$ cat src/hw/rtl/wlh_pkg.sv
`timescale 1ns / 1ps
`default_nettype none
// ----------------------------------------------------------------------------
// wlh_pkg
// Shared types, codes and constants of the water level pump controller.
// ----------------------------------------------------------------------------
package wlh_pkg;

    localparam int NUM_CHANNELS_DEF = 20;
    localparam int LEVEL_STEP_DEF   = 5;
    localparam int FIFO_DEPTH_DEF   = 2;

    localparam int CFG_IDX_W = 3;

    localparam logic [6:0]  LEVEL_MAX_PCT = 7'd100;
    localparam logic [15:0] DUR_BASE_MS   = 16'd1000;
    localparam logic [15:0] DUR_STEP_MS   = 16'd100;

    localparam logic [7:0]  TOUCH_THRESHOLD_RST = 8'd100;
    localparam logic [6:0]  LOW_PCT_RST         = 7'd30;
    localparam logic [6:0]  HIGH_PCT_RST        = 7'd70;
    localparam logic [5:0]  HYST_PCT_RST        = 6'd5;
    localparam logic [15:0] MAX_MS_RST          = 16'd10000;

    typedef enum logic [CFG_IDX_W-1:0] {
        CFG_TOUCH_THRESHOLD = 3'd0,
        CFG_LOW_LEVEL       = 3'd1,
        CFG_HIGH_LEVEL      = 3'd2,
        CFG_HYSTERESIS      = 3'd3,
        CFG_MAX_PUMP_MS     = 3'd4
    } cfg_idx_t;

    typedef enum logic [1:0] {
        FAULT_NONE    = 2'd0,
        FAULT_TIMEOUT = 2'd1,
        FAULT_ZERO    = 2'd2
    } fault_t;

    typedef enum logic [1:0] {
        PUMP_NONE   = 2'd0,
        PUMP_INLET  = 2'd1,
        PUMP_OUTLET = 2'd2
    } pump_t;

    // frame summary handed from front to back
    typedef struct packed {
        logic [6:0] level;
        fault_t     fault;
    } wlh_frame_t;

    // settings used by the back end
    typedef struct packed {
        logic [6:0]  low_pct;
        logic [6:0]  high_pct;
        logic [5:0]  hyst_pct;
        logic [15:0] max_ms;
    } wlh_cfg_t;

endpackage
`default_nettype wire

$ cat src/hw/rtl/wlh_front.sv
`timescale 1ns / 1ps
`default_nettype none
// ----------------------------------------------------------------------------
// wlh_front
// Takes channel readings, tracks the touched run and faults, and pushes one
// frame summary into the queue at the marked last channel.
// ----------------------------------------------------------------------------
module wlh_front #(
    parameter int NUM_CHANNELS = 20,
    parameter int LEVEL_STEP   = 5
) (
    input  wire logic                   clk,
    input  wire logic                   rst_n,
    input  wire logic                   in_valid,
    output logic                        in_stall,
    input  wire logic [7:0]             sensor_reading,
    input  wire logic                   bus_timeout,
    input  wire logic                   frame_last,
    input  wire logic [7:0]             touch_threshold,
    output logic                        push_valid,
    output wlh_pkg::wlh_frame_t         push_data,
    input  wire logic                   push_ready
);
    import wlh_pkg::*;

    localparam int RL_W   = $clog2(NUM_CHANNELS + 1);
    localparam int PROD_W = RL_W + 7;

    logic [RL_W-1:0]   run_length_reg, run_length_next;
    logic              run_broken_reg, run_broken_next;
    logic              any_nonzero_reg, any_nonzero_next;
    logic              timeout_seen_reg, timeout_seen_next;
    logic              accept;
    logic              touched;
    logic [RL_W-1:0]   rl_upd;
    logic              broken_upd;
    logic              nonzero_upd;
    logic              timeout_upd;
    logic [PROD_W-1:0] level_prod;

    assign accept   = in_valid && push_ready;
    assign in_stall = !push_ready;
    assign touched  = sensor_reading > touch_threshold;

    always_comb
    begin
        rl_upd      = run_length_reg;
        broken_upd  = run_broken_reg;
        nonzero_upd = any_nonzero_reg || (sensor_reading != 8'd0);
        timeout_upd = timeout_seen_reg || bus_timeout;
        if (touched)
        begin
            if (!run_broken_reg && (run_length_reg < RL_W'(NUM_CHANNELS)))
                rl_upd = run_length_reg + RL_W'(1);
        end
        else
        begin
            broken_upd = 1'b1;
        end

        level_prod = PROD_W'(rl_upd) * PROD_W'(LEVEL_STEP);

        push_valid = accept && frame_last;
        push_data.level = (level_prod > PROD_W'(LEVEL_MAX_PCT)) ? LEVEL_MAX_PCT
                                                                : level_prod[6:0];
        if (timeout_upd)
            push_data.fault = FAULT_TIMEOUT;
        else if (!nonzero_upd)
            push_data.fault = FAULT_ZERO;
        else
            push_data.fault = FAULT_NONE;

        run_length_next   = run_length_reg;
        run_broken_next   = run_broken_reg;
        any_nonzero_next  = any_nonzero_reg;
        timeout_seen_next = timeout_seen_reg;
        if (accept)
        begin
            if (frame_last)
            begin
                run_length_next   = '0;
                run_broken_next   = 1'b0;
                any_nonzero_next  = 1'b0;
                timeout_seen_next = 1'b0;
            end
            else
            begin
                run_length_next   = rl_upd;
                run_broken_next   = broken_upd;
                any_nonzero_next  = nonzero_upd;
                timeout_seen_next = timeout_upd;
            end
        end
    end

    always_ff @(posedge clk or negedge rst_n)
    begin
        if (!rst_n)
        begin
            run_length_reg   <= '0;
            run_broken_reg   <= 1'b0;
            any_nonzero_reg  <= 1'b0;
            timeout_seen_reg <= 1'b0;
        end
        else
        begin
            run_length_reg   <= run_length_next;
            run_broken_reg   <= run_broken_next;
            any_nonzero_reg  <= any_nonzero_next;
            timeout_seen_reg <= timeout_seen_next;
        end
    end

`ifndef NO_ASSERTIONS
    a_run_bounded: assert property (@(posedge clk) disable iff (!rst_n)
        run_length_reg <= RL_W'(NUM_CHANNELS))
        else $error("run length beyond channel count");
    a_run_frozen: assert property (@(posedge clk) disable iff (!rst_n)
        (run_broken_reg && !(accept && frame_last)) |=> $stable(run_length_reg))
        else $error("run length grew after a break");
    a_clear_after_last: assert property (@(posedge clk) disable iff (!rst_n)
        (accept && frame_last) |=> (run_length_reg == '0 && !timeout_seen_reg))
        else $error("frame state not cleared after last item");
`endif

endmodule
`default_nettype wire

$ cat src/hw/rtl/wlh_fifo.sv
`timescale 1ns / 1ps
`default_nettype none
// ----------------------------------------------------------------------------
// wlh_fifo
// Short queue of frame summaries between the front and the back end.
// ----------------------------------------------------------------------------
module wlh_fifo #(
    parameter int DEPTH = 2
) (
    input  wire logic                   clk,
    input  wire logic                   rst_n,
    input  wire logic                   push_valid,
    input  wire wlh_pkg::wlh_frame_t    push_data,
    output logic                        push_ready,
    output logic                        pop_valid,
    output wlh_pkg::wlh_frame_t         pop_data,
    input  wire logic                   pop_ready
);
    import wlh_pkg::*;

    localparam int PTR_W = (DEPTH > 1) ? $clog2(DEPTH) : 1;
    localparam int CNT_W = $clog2(DEPTH + 1);

    wlh_frame_t       entries_reg [DEPTH];
    logic [PTR_W-1:0] wr_ptr_reg, wr_ptr_next;
    logic [PTR_W-1:0] rd_ptr_reg, rd_ptr_next;
    logic [CNT_W-1:0] count_reg, count_next;
    logic             do_push;
    logic             do_pop;

    assign push_ready = count_reg != CNT_W'(DEPTH);
    assign pop_valid  = count_reg != '0;
    assign pop_data   = entries_reg[rd_ptr_reg];
    assign do_push    = push_valid && push_ready;
    assign do_pop     = pop_valid && pop_ready;

    always_comb
    begin
        wr_ptr_next = wr_ptr_reg;
        rd_ptr_next = rd_ptr_reg;
        count_next  = count_reg;
        if (do_push)
            wr_ptr_next = (wr_ptr_reg == PTR_W'(DEPTH - 1)) ? '0 : wr_ptr_reg + PTR_W'(1);
        if (do_pop)
            rd_ptr_next = (rd_ptr_reg == PTR_W'(DEPTH - 1)) ? '0 : rd_ptr_reg + PTR_W'(1);
        if (do_push && !do_pop)
            count_next = count_reg + CNT_W'(1);
        else if (do_pop && !do_push)
            count_next = count_reg - CNT_W'(1);
    end

    always_ff @(posedge clk or negedge rst_n)
    begin
        if (!rst_n)
        begin
            wr_ptr_reg <= '0;
            rd_ptr_reg <= '0;
            count_reg  <= '0;
        end
        else
        begin
            wr_ptr_reg <= wr_ptr_next;
            rd_ptr_reg <= rd_ptr_next;
            count_reg  <= count_next;
        end
    end

    always_ff @(posedge clk)
    begin
        if (do_push)
            entries_reg[wr_ptr_reg] <= push_data;
    end

`ifndef NO_ASSERTIONS
    a_count_bounded: assert property (@(posedge clk) disable iff (!rst_n)
        count_reg <= CNT_W'(DEPTH))
        else $error("queue count overflow");
    a_count_step: assert property (@(posedge clk) disable iff (!rst_n)
        (do_push && !do_pop) |=> (count_reg == $past(count_reg) + CNT_W'(1)))
        else $error("queue count did not follow push");
    a_empty_ptrs: assert property (@(posedge clk) disable iff (!rst_n)
        (count_reg == '0) |-> (wr_ptr_reg == rd_ptr_reg))
        else $error("pointers differ on empty queue");
`endif

endmodule
`default_nettype wire

$ cat src/hw/rtl/wlh_back.sv
`timescale 1ns / 1ps
`default_nettype none
// ----------------------------------------------------------------------------
// wlh_back
// Applies hysteresis to each frame summary, updates the pump latches,
// works out the run duration and holds the result item for the consumer.
// ----------------------------------------------------------------------------
module wlh_back (
    input  wire logic                   clk,
    input  wire logic                   rst_n,
    input  wire logic                   pop_valid,
    input  wire wlh_pkg::wlh_frame_t    pop_data,
    output logic                        pop_ready,
    input  wire wlh_pkg::wlh_cfg_t      cfg,
    output logic                        out_valid,
    input  wire logic                   out_stall,
    output logic [6:0]                  level_percent,
    output logic [1:0]                  pump_start,
    output logic [15:0]                 pump_duration_ms,
    output logic                        emergency_stop,
    output logic [1:0]                  fault_code
);
    import wlh_pkg::*;

    logic        out_valid_reg, out_valid_next;
    logic [6:0]  level_reg;
    pump_t       pump_reg;
    logic [15:0] dur_reg;
    logic        estop_reg;
    fault_t      fault_reg;
    logic        inlet_latched_reg, inlet_latched_next;
    logic        outlet_latched_reg, outlet_latched_next;

    logic        take;
    logic        ok;
    logic [6:0]  lv;
    logic [7:0]  lv_plus_hy;
    logic [7:0]  lo_plus_hy;
    logic [7:0]  hi_plus_hy;
    logic        inlet_due;
    logic        inlet_off;
    logic        outlet_due;
    logic        outlet_off;
    logic        start_inlet;
    logic        start_outlet;
    logic [6:0]  target;
    logic [6:0]  dev;
    logic [15:0] dur_raw;
    pump_t       pump_d;
    logic [15:0] dur_d;

    assign take      = pop_valid && (!out_valid_reg || !out_stall);
    assign pop_ready = !out_valid_reg || !out_stall;

    always_comb
    begin
        ok         = pop_data.fault == FAULT_NONE;
        lv         = ok ? pop_data.level : 7'd0;
        lv_plus_hy = 8'(lv) + 8'(cfg.hyst_pct);
        lo_plus_hy = 8'(cfg.low_pct) + 8'(cfg.hyst_pct);
        hi_plus_hy = 8'(cfg.high_pct) + 8'(cfg.hyst_pct);
        inlet_due  = lv_plus_hy < 8'(cfg.low_pct);
        inlet_off  = 8'(lv) > lo_plus_hy;
        outlet_due = 8'(lv) > hi_plus_hy;
        outlet_off = lv_plus_hy < 8'(cfg.high_pct);

        start_inlet  = ok && inlet_due && !inlet_latched_reg;
        start_outlet = ok && outlet_due && !outlet_latched_reg && !start_inlet;

        target  = start_inlet ? cfg.low_pct : cfg.high_pct;
        dev     = (lv >= target) ? (lv - target) : (target - lv);
        dur_raw = DUR_BASE_MS + 16'(dev) * DUR_STEP_MS;

        if (start_inlet)
            pump_d = PUMP_INLET;
        else if (start_outlet)
            pump_d = PUMP_OUTLET;
        else
            pump_d = PUMP_NONE;

        if (start_inlet || start_outlet)
            dur_d = (dur_raw > cfg.max_ms) ? cfg.max_ms : dur_raw;
        else
            dur_d = 16'd0;

        inlet_latched_next  = inlet_latched_reg;
        outlet_latched_next = outlet_latched_reg;
        if (take && ok)
        begin
            if (inlet_due)
            begin
                if (start_inlet)
                    inlet_latched_next = 1'b1;
            end
            else if (inlet_off)
            begin
                inlet_latched_next = 1'b0;
            end

            if (outlet_due)
            begin
                if (start_outlet)
                    outlet_latched_next = 1'b1;
            end
            else if (outlet_off)
            begin
                outlet_latched_next = 1'b0;
            end
        end

        if (take)
            out_valid_next = 1'b1;
        else if (!out_stall)
            out_valid_next = 1'b0;
        else
            out_valid_next = out_valid_reg;
    end

    always_ff @(posedge clk or negedge rst_n)
    begin
        if (!rst_n)
        begin
            out_valid_reg      <= 1'b0;
            inlet_latched_reg  <= 1'b0;
            outlet_latched_reg <= 1'b0;
        end
        else
        begin
            out_valid_reg      <= out_valid_next;
            inlet_latched_reg  <= inlet_latched_next;
            outlet_latched_reg <= outlet_latched_next;
        end
    end

    always_ff @(posedge clk)
    begin
        if (take)
        begin
            level_reg <= lv;
            pump_reg  <= pump_d;
            dur_reg   <= dur_d;
            estop_reg <= !ok;
            fault_reg <= pop_data.fault;
        end
    end

    assign out_valid        = out_valid_reg;
    assign level_percent    = level_reg;
    assign pump_start       = pump_reg;
    assign pump_duration_ms = dur_reg;
    assign emergency_stop   = estop_reg;
    assign fault_code       = fault_reg;

`ifndef NO_ASSERTIONS
    a_fault_quiet: assert property (@(posedge clk) disable iff (!rst_n)
        (out_valid_reg && estop_reg) |-> (pump_reg == PUMP_NONE && level_reg == 7'd0))
        else $error("pump started or level shown on fault");
    a_estop_match: assert property (@(posedge clk) disable iff (!rst_n)
        out_valid_reg |-> (estop_reg == (fault_reg != FAULT_NONE)))
        else $error("emergency stop disagrees with fault code");
    a_idle_dur: assert property (@(posedge clk) disable iff (!rst_n)
        (out_valid_reg && pump_reg == PUMP_NONE) |-> (dur_reg == 16'd0))
        else $error("duration without pump start");
    a_start_sets_latch: assert property (@(posedge clk) disable iff (!rst_n)
        (take && pump_d == PUMP_INLET) |=> inlet_latched_reg)
        else $error("inlet start did not set latch");
`endif

endmodule
`default_nettype wire

$ cat src/hw/rtl/water_level_hysteresis_pump_control.sv
`timescale 1ns / 1ps
`default_nettype none
// ----------------------------------------------------------------------------
// water_level_hysteresis_pump_control
// Water level monitor: touch channel frames in, pump commands out.
//
// One channel item is taken every clock cycle while the summary queue has
// room. Items before the last channel produce nothing; the last channel
// pushes a frame summary (level and fault) into a FIFO_DEPTH deep queue, and
// the back end pops it and turns it into a registered result item. The
// back end handles one frame per cycle unless the result output is held off,
// so the input stalls only when the queue fills while that output is held
// off. No clearing pass after reset: the block takes items from the first cycle.
// ----------------------------------------------------------------------------
module water_level_hysteresis_pump_control #(
    parameter int NUM_CHANNELS = wlh_pkg::NUM_CHANNELS_DEF,
    parameter int LEVEL_STEP   = wlh_pkg::LEVEL_STEP_DEF,
    parameter int FIFO_DEPTH   = wlh_pkg::FIFO_DEPTH_DEF
) (
    input  wire logic                            clk,
    input  wire logic                            rst_n,
    input  wire logic                            in_valid,
    output logic                                 in_stall,
    input  wire logic [7:0]                      sensor_reading,
    input  wire logic                            bus_timeout,
    input  wire logic                            frame_last,
    output logic                                 out_valid,
    input  wire logic                            out_stall,
    output logic [6:0]                           level_percent,
    output logic [1:0]                           pump_start,
    output logic [15:0]                          pump_duration_ms,
    output logic                                 emergency_stop,
    output logic [1:0]                           fault_code,
    input  wire logic                            cfg_valid,
    output logic                                 cfg_ready,
    input  wire logic [wlh_pkg::CFG_IDX_W-1:0]   cfg_index,
    input  wire logic [15:0]                     cfg_data
);
    import wlh_pkg::*;

    logic [7:0] touch_threshold_reg;
    wlh_cfg_t   cfg_reg;
    logic       cfg_wr;

    wlh_frame_t push_data;
    logic       push_valid;
    logic       push_ready;
    wlh_frame_t pop_data;
    logic       pop_valid;
    logic       pop_ready;

    assign cfg_ready = 1'b1;
    assign cfg_wr    = cfg_valid && cfg_ready;

    always_ff @(posedge clk or negedge rst_n)
    begin
        if (!rst_n)
        begin
            touch_threshold_reg <= TOUCH_THRESHOLD_RST;
            cfg_reg.low_pct     <= LOW_PCT_RST;
            cfg_reg.high_pct    <= HIGH_PCT_RST;
            cfg_reg.hyst_pct    <= HYST_PCT_RST;
            cfg_reg.max_ms      <= MAX_MS_RST;
        end
        else if (cfg_wr)
        begin
            unique case (cfg_index)
                CFG_TOUCH_THRESHOLD: touch_threshold_reg <= cfg_data[7:0];
                CFG_LOW_LEVEL:       cfg_reg.low_pct     <= cfg_data[6:0];
                CFG_HIGH_LEVEL:      cfg_reg.high_pct    <= cfg_data[6:0];
                CFG_HYSTERESIS:      cfg_reg.hyst_pct    <= cfg_data[5:0];
                CFG_MAX_PUMP_MS:     cfg_reg.max_ms      <= cfg_data;
                default:             ;
            endcase
        end
    end

    wlh_front #(
        .NUM_CHANNELS (NUM_CHANNELS),
        .LEVEL_STEP   (LEVEL_STEP)
    ) u_front (
        .clk             (clk),
        .rst_n           (rst_n),
        .in_valid        (in_valid),
        .in_stall        (in_stall),
        .sensor_reading  (sensor_reading),
        .bus_timeout     (bus_timeout),
        .frame_last      (frame_last),
        .touch_threshold (touch_threshold_reg),
        .push_valid      (push_valid),
        .push_data       (push_data),
        .push_ready      (push_ready)
    );

    wlh_fifo #(
        .DEPTH (FIFO_DEPTH)
    ) u_fifo (
        .clk        (clk),
        .rst_n      (rst_n),
        .push_valid (push_valid),
        .push_data  (push_data),
        .push_ready (push_ready),
        .pop_valid  (pop_valid),
        .pop_data   (pop_data),
        .pop_ready  (pop_ready)
    );

    wlh_back u_back (
        .clk              (clk),
        .rst_n            (rst_n),
        .pop_valid        (pop_valid),
        .pop_data         (pop_data),
        .pop_ready        (pop_ready),
        .cfg              (cfg_reg),
        .out_valid        (out_valid),
        .out_stall        (out_stall),
        .level_percent    (level_percent),
        .pump_start       (pump_start),
        .pump_duration_ms (pump_duration_ms),
        .emergency_stop   (emergency_stop),
        .fault_code       (fault_code)
    );

`ifndef NO_ASSERTIONS
    a_cfg_hold_thr: assert property (@(posedge clk) disable iff (!rst_n)
        !cfg_wr |=> $stable(touch_threshold_reg))
        else $error("threshold changed without a write");
    a_cfg_hold_back: assert property (@(posedge clk) disable iff (!rst_n)
        !cfg_wr |=> $stable(cfg_reg))
        else $error("settings changed without a write");
    a_push_only_ready: assert property (@(posedge clk) disable iff (!rst_n)
        push_valid |-> push_ready)
        else $error("summary pushed into a full queue");
`endif

endmodule
`default_nettype wire
$ cat config.mk
export PLATFORM = sky130hd
export DESIGN_NAME = water_level_hysteresis_pump_control
export DESIGN_NICKNAME = d
export VERILOG_FILES = /design/src/hw/rtl/wlh_pkg.sv /design/src/hw/rtl/wlh_front.sv /design/src/hw/rtl/wlh_fifo.sv /design/src/hw/rtl/wlh_back.sv /design/src/hw/rtl/water_level_hysteresis_pump_control.sv
export SDC_FILE = /design/constraint.sdc
export NUM_CORES = 1
export LEC_CHECK = 0
export BUFFER_PORTS_ARGS = -buffer_cell sky130_fd_sc_hd__buf_2
export CORE_ASPECT_RATIO = 1.25
export CORE_MARGIN = 2
export CORE_UTILIZATION = 40
export CTS_BUF_LIST = sky130_fd_sc_hd__clkbuf_8
export DETAILED_ROUTE_END_ITERATION = 10
export SKIP_CTS_REPAIR_TIMING = 1
export SLEW_MARGIN = 20
export SYNTH_ARGS = -nofsm -noshare
export SYNTH_HDL_FRONTEND = slang
export SYNTH_SLANG_ARGS = --single-unit
$ cat constraint.sdc
create_clock -name clk -period 14.5 [get_ports clk]
set_clock_uncertainty 0.15 [all_clocks]
set_input_delay 2.9 -clock clk [delete_from_list [all_inputs] [get_ports clk]]
set_output_delay 2.9 -clock clk [all_outputs]
set_load 0.03 [all_outputs]
# --- After elaboration in Yosys (flattened, before gate mapping) ---
# Memories as Yosys holds them, arrays and structs flattened.
# Cells that the tools add are included.
op_classes:
  add_sub_neg: 11
  multipliers: 2
  order_cmp: 9
  eq_ne: 9
  n_mux: 29
  reduce_logical: 42
ops:
  columns: ["operator", "count"]
  rows:
  - ["$mux W7", 4]
  - ["$add A7 B6 Y8", 3]
  - ["$gt A16 B16 Y1", 1]
  - ["$gt A7 B8 Y1", 2]
  - ["$lt A8 B7 Y1", 2]
  - ["$mux W1", 16]
  - ["$mux W16", 1]
  - ["$add A10 B14 Y15 const A", 1]
  - ["$mux W5", 3]
  - ["$sub A7 B7 Y7", 2]
  - ["$logic_and A1 B1 Y1", 13]
  - ["$mul A7 B5 Y12 const B", 1]
  - ["$reduce_and A2 Y1", 6]
  - ["$logic_not A1 Y1", 10]
  - ["$mux W2", 5]
  - ["$gt A8 B7 Y1 const B", 1]
  - ["$gt A8 B8 Y1", 1]
  - ["$mul A5 B3 Y8 const B", 1]
  - ["$ne A2 B2 Y1 const B", 4]
  - ["$reduce_bool A2 Y1", 4]
  - ["$reduce_bool A8 Y1", 1]
  - ["$ge A7 B7 Y1", 1]
  - ["$eq A3 B2 Y1 const B", 2]
  - ["$reduce_and A3 Y1", 2]
  - ["11 further kinds", 15]
word_totals:
  ff_bits: 87
  ramBits: 18
  inputBits: 34
  output_inout_bits: 31
  word_cells: 123
  n_memories: 1
mem_list:
  columns: ["name", "depth", "width", "rd", "rd_clocked_by_memory_dff", "write_ports", "line", "text"]
  rows:
  - ["u_fifo.entries_reg", 2, 9, 1, 0, 1, "wlh_fifo.sv:24", "wlh_frame_t entries_reg [DEPTH];"]

# --- Logic depth before layout (Yosys ltp) ---
# An unclocked memory read counts as a cell.
logic_depth:
  ltp_word: 14
  ltp_mapped: 56
  mapped_depth_nobuf: 52

# --- Hierarchy ---
# From an unflattened synthesis, not the netlist that was laid out.
hier_totals:
  cells_unflattened: 812
  area_unflattened_um2: 8319.2
by_module_without_submodules:
  columns: ["mod", "instances", "cells_per_inst", "area_per_inst_um2", "seq_area_each_um2"]
  rows:
  - ["wlh_back", 1, 508, 4544.4, 915.9]
  - ["water_level_hysteresis_pump_control", 1, 99, 1720.4, 1122.3]
  - ["wlh_front", 1, 159, 1193.6, 200.2]
  - ["wlh_fifo", 1, 46, 860.8, 640.6]

# --- Least setup slack after synthesis ---
# Ideal clock, no wire load.
synth_path:
  path_type: "flip-flop to flip-flop"
  startpoint: "memory u_fifo.entries_reg[0][1] in the netlist's numbering"
  endpoint: "register u_back.dur_reg[11], in the netlist u_back.pump_duration_ms[11] (data pin)"
  setup_ns: 0.254
  t_arrival_ns: 10.082
  t_required_ns: 14.096
  setup_slack_ns: 4.013
  stages_incl_launch_ff: 52
  path_buffers: 3
  synth_period_minus_slack_ns: 10.487
  path_cell_list: "edfxtp_1 > or4b_4 > and2_1 > clkbuf_1 > xnor2_1 > ha_1 > a21o_1 > a211oi_1 > nor2_1 > a21o_1 > a21oi_1 > xnor2_1 > ha_1 > and3_1 > o211ai_1 > o21a_1 > nand3_1 > nor2_1 > (+16 left out) > inv_1 > ha_1 > a21o_1 > a21oi_1 > o21bai_1 > a21oi_1 > xnor2_1 > nand3_1 > a21oi_1 > xor2_1 > ha_1 > a21o_1 > a21oi_1 > o221ai_1 > nand2_1 > clkinv_1 > clkbuf_1 > o21a_1"
synth_via:
  elab_chain_len: 14
  word_cells_on_any_way: 22
  cone_classes: "4 x add/sub; 1 x mul; 4 x order compare; 4 x mux; 8 x reduce/logical; 1 x memory"
synth_lines:
  columns: ["item", "line", "text"]
  rows:
  - ["start, declared", "wlh_fifo.sv:24", null]
  - ["$mem_v2 Z2 W9 (*)", null, null]
  - ["$logic_not A2 Y1 (*)", "wlh_back.sv:57", "ok = pop_data.fault == FAULT_NONE;"]
  - ["$mux W7", "wlh_back.sv:58", "lv = ok ? pop_data.level : 7'd0;"]
  - ["$add A7 B6 Y8", "wlh_back.sv:59", "lv_plus_hy = 8'(lv) + 8'(cfg.hyst_pct);"]
  - ["$lt A8 B7 Y1", "wlh_back.sv:62", "inlet_due = lv_plus_hy < 8'(cfg.low_pct);"]
  - ["$logic_and A1 B1 Y1 (2 in a row)", "wlh_back.sv:67", "start_inlet = ok && inlet_due && !inlet_latched_reg;"]
  - ["$mux W7", "wlh_back.sv:70", "target = start_inlet ? cfg.low_pct : cfg.high_pct;"]
  - ["$sub A7 B7 Y7 / $ge A7 B7 Y1 (equally long branches)", "wlh_back.sv:71", "dev = (lv >= target) ? (lv - target) : (target - lv);"]
  - ["$mux W7", "wlh_back.sv:71", null]
  - ["$mul A7 B5 Y12", "wlh_back.sv:72", "dur_raw = DUR_BASE_MS + 16'(dev) * DUR_STEP_MS;"]
  - ["$add A10 B14 Y15", "wlh_back.sv:72", null]
  - ["$gt A16 B16 Y1", "wlh_back.sv:82", "dur_d = (dur_raw > cfg.max_ms) ? cfg.max_ms : dur_raw;"]
  - ["$mux W16", "wlh_back.sv:82", null]
  - ["end signal, assigned", "wlh_back.sv:141", "dur_reg <= dur_d;"]
  - ["end, declared", "wlh_back.sv:28", "logic [15:0] dur_reg;"]
# Every way passes the cells marked *; elsewhere a longest branch is shown, timed or not.
# A chain may end at the register's enable or synchronous reset.

# --- Worst setup path in the final report ---
layout_path:
  startpoint: "register u_fifo.rd_ptr_reg"
  endpoint: "register u_back.dur_reg[8], in the netlist u_back.pump_duration_ms[8] (data pin)"
layout_via:
  elab_chain_len: 14
  word_cells_on_any_way: 22
  cone_classes: "4 x add/sub; 1 x mul; 4 x order compare; 4 x mux; 8 x reduce/logical; 1 x memory"
layout_lines:
  columns: ["item", "line", "text"]
  rows:
  - ["start, declared", "wlh_fifo.sv:26", "logic [PTR_W-1:0] rd_ptr_reg, rd_ptr_next;"]
  - ["start signal, assigned", "wlh_fifo.sv:63", "rd_ptr_reg <= rd_ptr_next;"]
  - ["$mem_v2 Z2 W9 (*)", null, null]
  - ["$logic_not A2 Y1", "wlh_back.sv:57", null]
  - ["$mux W7 (*)", "wlh_back.sv:58", null]
  - ["net u_back.lv[2]", "wlh_back.sv:36", "logic [6:0] lv;"]
  - ["$add A7 B6 Y8", "wlh_back.sv:59", null]
  - ["$lt A8 B7 Y1", "wlh_back.sv:62", null]
  - ["$logic_and A1 B1 Y1 (2 in a row)", "wlh_back.sv:67", null]
  - ["$mux W7", "wlh_back.sv:70", null]
  - ["$sub A7 B7 Y7 / $ge A7 B7 Y1 (equally long branches)", "wlh_back.sv:71", null]
  - ["$mux W7", "wlh_back.sv:71", null]
  - ["$mul A7 B5 Y12", "wlh_back.sv:72", null]
  - ["$add A10 B14 Y15", "wlh_back.sv:72", null]
  - ["$gt A16 B16 Y1", "wlh_back.sv:82", null]
  - ["$mux W16", "wlh_back.sv:82", null]
# Mark *: on every way through the listed nets, which the timed path passes. The rest lies on a longest branch.

==> results.cfg <==
[outcome]
outcome = finished clean

[synthesis]
yosysWarnings = 0
synthDistinctLibCells = 79
ys_ff_latch = 105
synth_cells = 811
synth_area_um2 = 7840
syn_avg_cell_area_um2 = 9.66
synth_edf_count = 46
synthFlopType = edfxtp_1
async_flop_share_pct = 56.2
synth.net_count = 956
ys_seq_area_share_pct = 36.7

[clock_network]
clk_pin_slew_ns = 0.12
cts-buffers-inserted = 9
cts_max_level = 3
cts_tree = yes
cts-root-buf = clkbuf_8
clock_latency_ns = 0.40
cts_sinks = 105
clockBufferDepth = 2

[critical_path]
ff2ff_setup_slack_ns = 2.27
cp-start-kind = flip-flop
crit_fanout = 17
critPathKind = flip-flop to flip-flop
crit_slowest_cell = nor2_1
crit_buf_inv = 4
crit_family = compound AO/OA/AOI/OAI gates
worstRegToRegCells = 45
worstPathArrival_ns = 12.30
cp-end-kind = flip-flop
r2r_end = u_back.pump_duration_ms[8]
cpMostUsedCell = ha_1
cp_data_required_time_ns = 14.57
rr_startpoint = u_fifo.rd_ptr_reg
crit_path_max_incr_delay_ns = 0.69

[sta]
maxSlewHeadroom_pct = 40.5
tns_ns = 0
hold_viol_final = 0
postLayoutSetupSlackWorst_ns = 2.27
tightest_slew_ns = 0.886
max_freq_mhz = 81.8
setup_violations = 0
period_minus_slack_ns = 12.23
final_max_slew_viol_count = 0
finalCritPeriodShare_pct = 84.3
rsz0062_at_grt = no

[die]
die_area_um2 = 20700
coreArea_um2 = 19300
initial_core_util_pct = 40.5
rows = 57
die_w_um = 129
ios = 65
dieHeight_um = 160

[placed_design]
port_buffers = 63
pre_cts_ws_ns = 2.38
detailedPlacementHpwl_mm = 15.2
dp_cells = 1129
gp_congestion = 0.882

[worst_hold_path]
hold_start = u_back.out_valid
min_path_type = flip-flop to flip-flop
holdPathEnd = u_back.out_valid
whs_path_depth = 2

[routing]
wl_per_cell_um = 16.8
via_per_inst = 5.22
wl_mm = 19.2
drcViolationCount = 0
ant_nets = 0
vias = 5976
first_pass_iters = 4
drt_iter0_drc = 272

[finish]
final_nets = 1020
layout_common_cells = 106 x ha_1, 77 x nand2_1, 76 x inv_1, 63 x buf_2, 56 x o21ai_0
final_common_cell = ha_1
largest_reg_flops = 36
stdcell_count = 1145
diodes = 0
areaGrowthSynthToFinish_pct = 11.0
drive_above_1_share_pct = 16.5

[global_routing]
antenna_found_initial = 0
gr-usage-all-layers_pct = 19.3
grt_pass1_wl_mm = 31.2
grt_max_degree = 60
grt_pass1_vias = 5973
grt_overflow = 0

[flow_run]
drv_cap = 0
==> logic make-up (layout without fill, tap and decap cells) <==
group | count (synthesis) | in the layout | share of synthesized area (%)
AOI/OAI and AO/OA | 205 | 205 | 17.5
xor gates and xnor gates | 48 | 48 | 5.36
adders and majority gates | 112 | 112 | 18.3
buffers and inverters | 95 | 164 | 4.61
DFF | 105 | 105 | 36.7
muxes | 25 | 25 | 3.51
other | 2 | 2 | 0.0958
and+or+nand+nor | 219 | 219 | 13.8
==> stage by stage <==
step                      cell area (um^2)  hold slack [ns]  utilization (%)
after floorplan                       7840            0.311                -
after global placement                8490            0.327             43.9
after detailed placement              8490            0.327             43.9
after CTS                             8690            0.356             44.9
after global routing                  8700            0.369             45.0
final                                 8700            0.348             45.0
==> worst min-delay path, cell delays in order, from the launching register on <==
cell and delay, ns:
dfrtp_1 0.36, nand2_1 0.06, nand2_1 0.05
==> Yosys cell counts, types with 8 or more instances <==
cell	count	area [um^2]
ha_1	106	1330
nand2_1	77	289
inv_1	76	285
o21ai_0	56	280
a21oi_1	48	240
edfxtp_1	46	1380
nor2_1	46	173
dfrtp_1	42	1050
xnor2_1	34	298
a21o_1	23	173
nor3_1	20	100
mux2_2	19	214
dfstp_2	17	447
clkbuf_1	15	56.3
xor2_1	14	123
o21a_1	12	90.1
and2_1	11	68.8
nand3_1	10	50.1
nor2b_1	8	50.1
==> worst max-delay path by stage <==
stage	depth (start not counted)	to	from	slack, ns
after floorplan	51	u_back.pump_duration_ms[11]	u_fifo.entries_reg[0][1]	4.01
after global placement	49	u_back.pump_duration_ms[10]	u_fifo.rd_ptr_reg	2.69
after detailed placement	48	u_back.pump_duration_ms[8]	u_fifo.rd_ptr_reg	2.38
after CTS	48	u_back.pump_duration_ms[8]	u_fifo.rd_ptr_reg	2.33
after global routing	49	u_back.pump_duration_ms[8]	u_fifo.rd_ptr_reg	1.22
final	45	u_back.pump_duration_ms[8]	u_fifo.rd_ptr_reg	2.27
==> layout make-up <==
class	instances	area, um^2
well taps	265	332
fillers	1892	10600
multi-input cells	611	4630
repair buffers	70	368
flip-flops and latches	105	2880
clock inverters	7	72.6
clock buffers	9	124
inverters	78	293
==> metal layers <==
metal  up-vias  global-route usage [%]  part of all wire, %
met4         0                    7.95                  2.8
met3        23                    1.87                  2.3
met5         -                       0                    0
li1       3025                       -                    -
met2        84                    33.6                   52
met1      2844                    24.2                   43
Power is left out: the tool's default activity adds up to more than one toggle a clock period on the data nets, which glitch-free logic cannot reach.
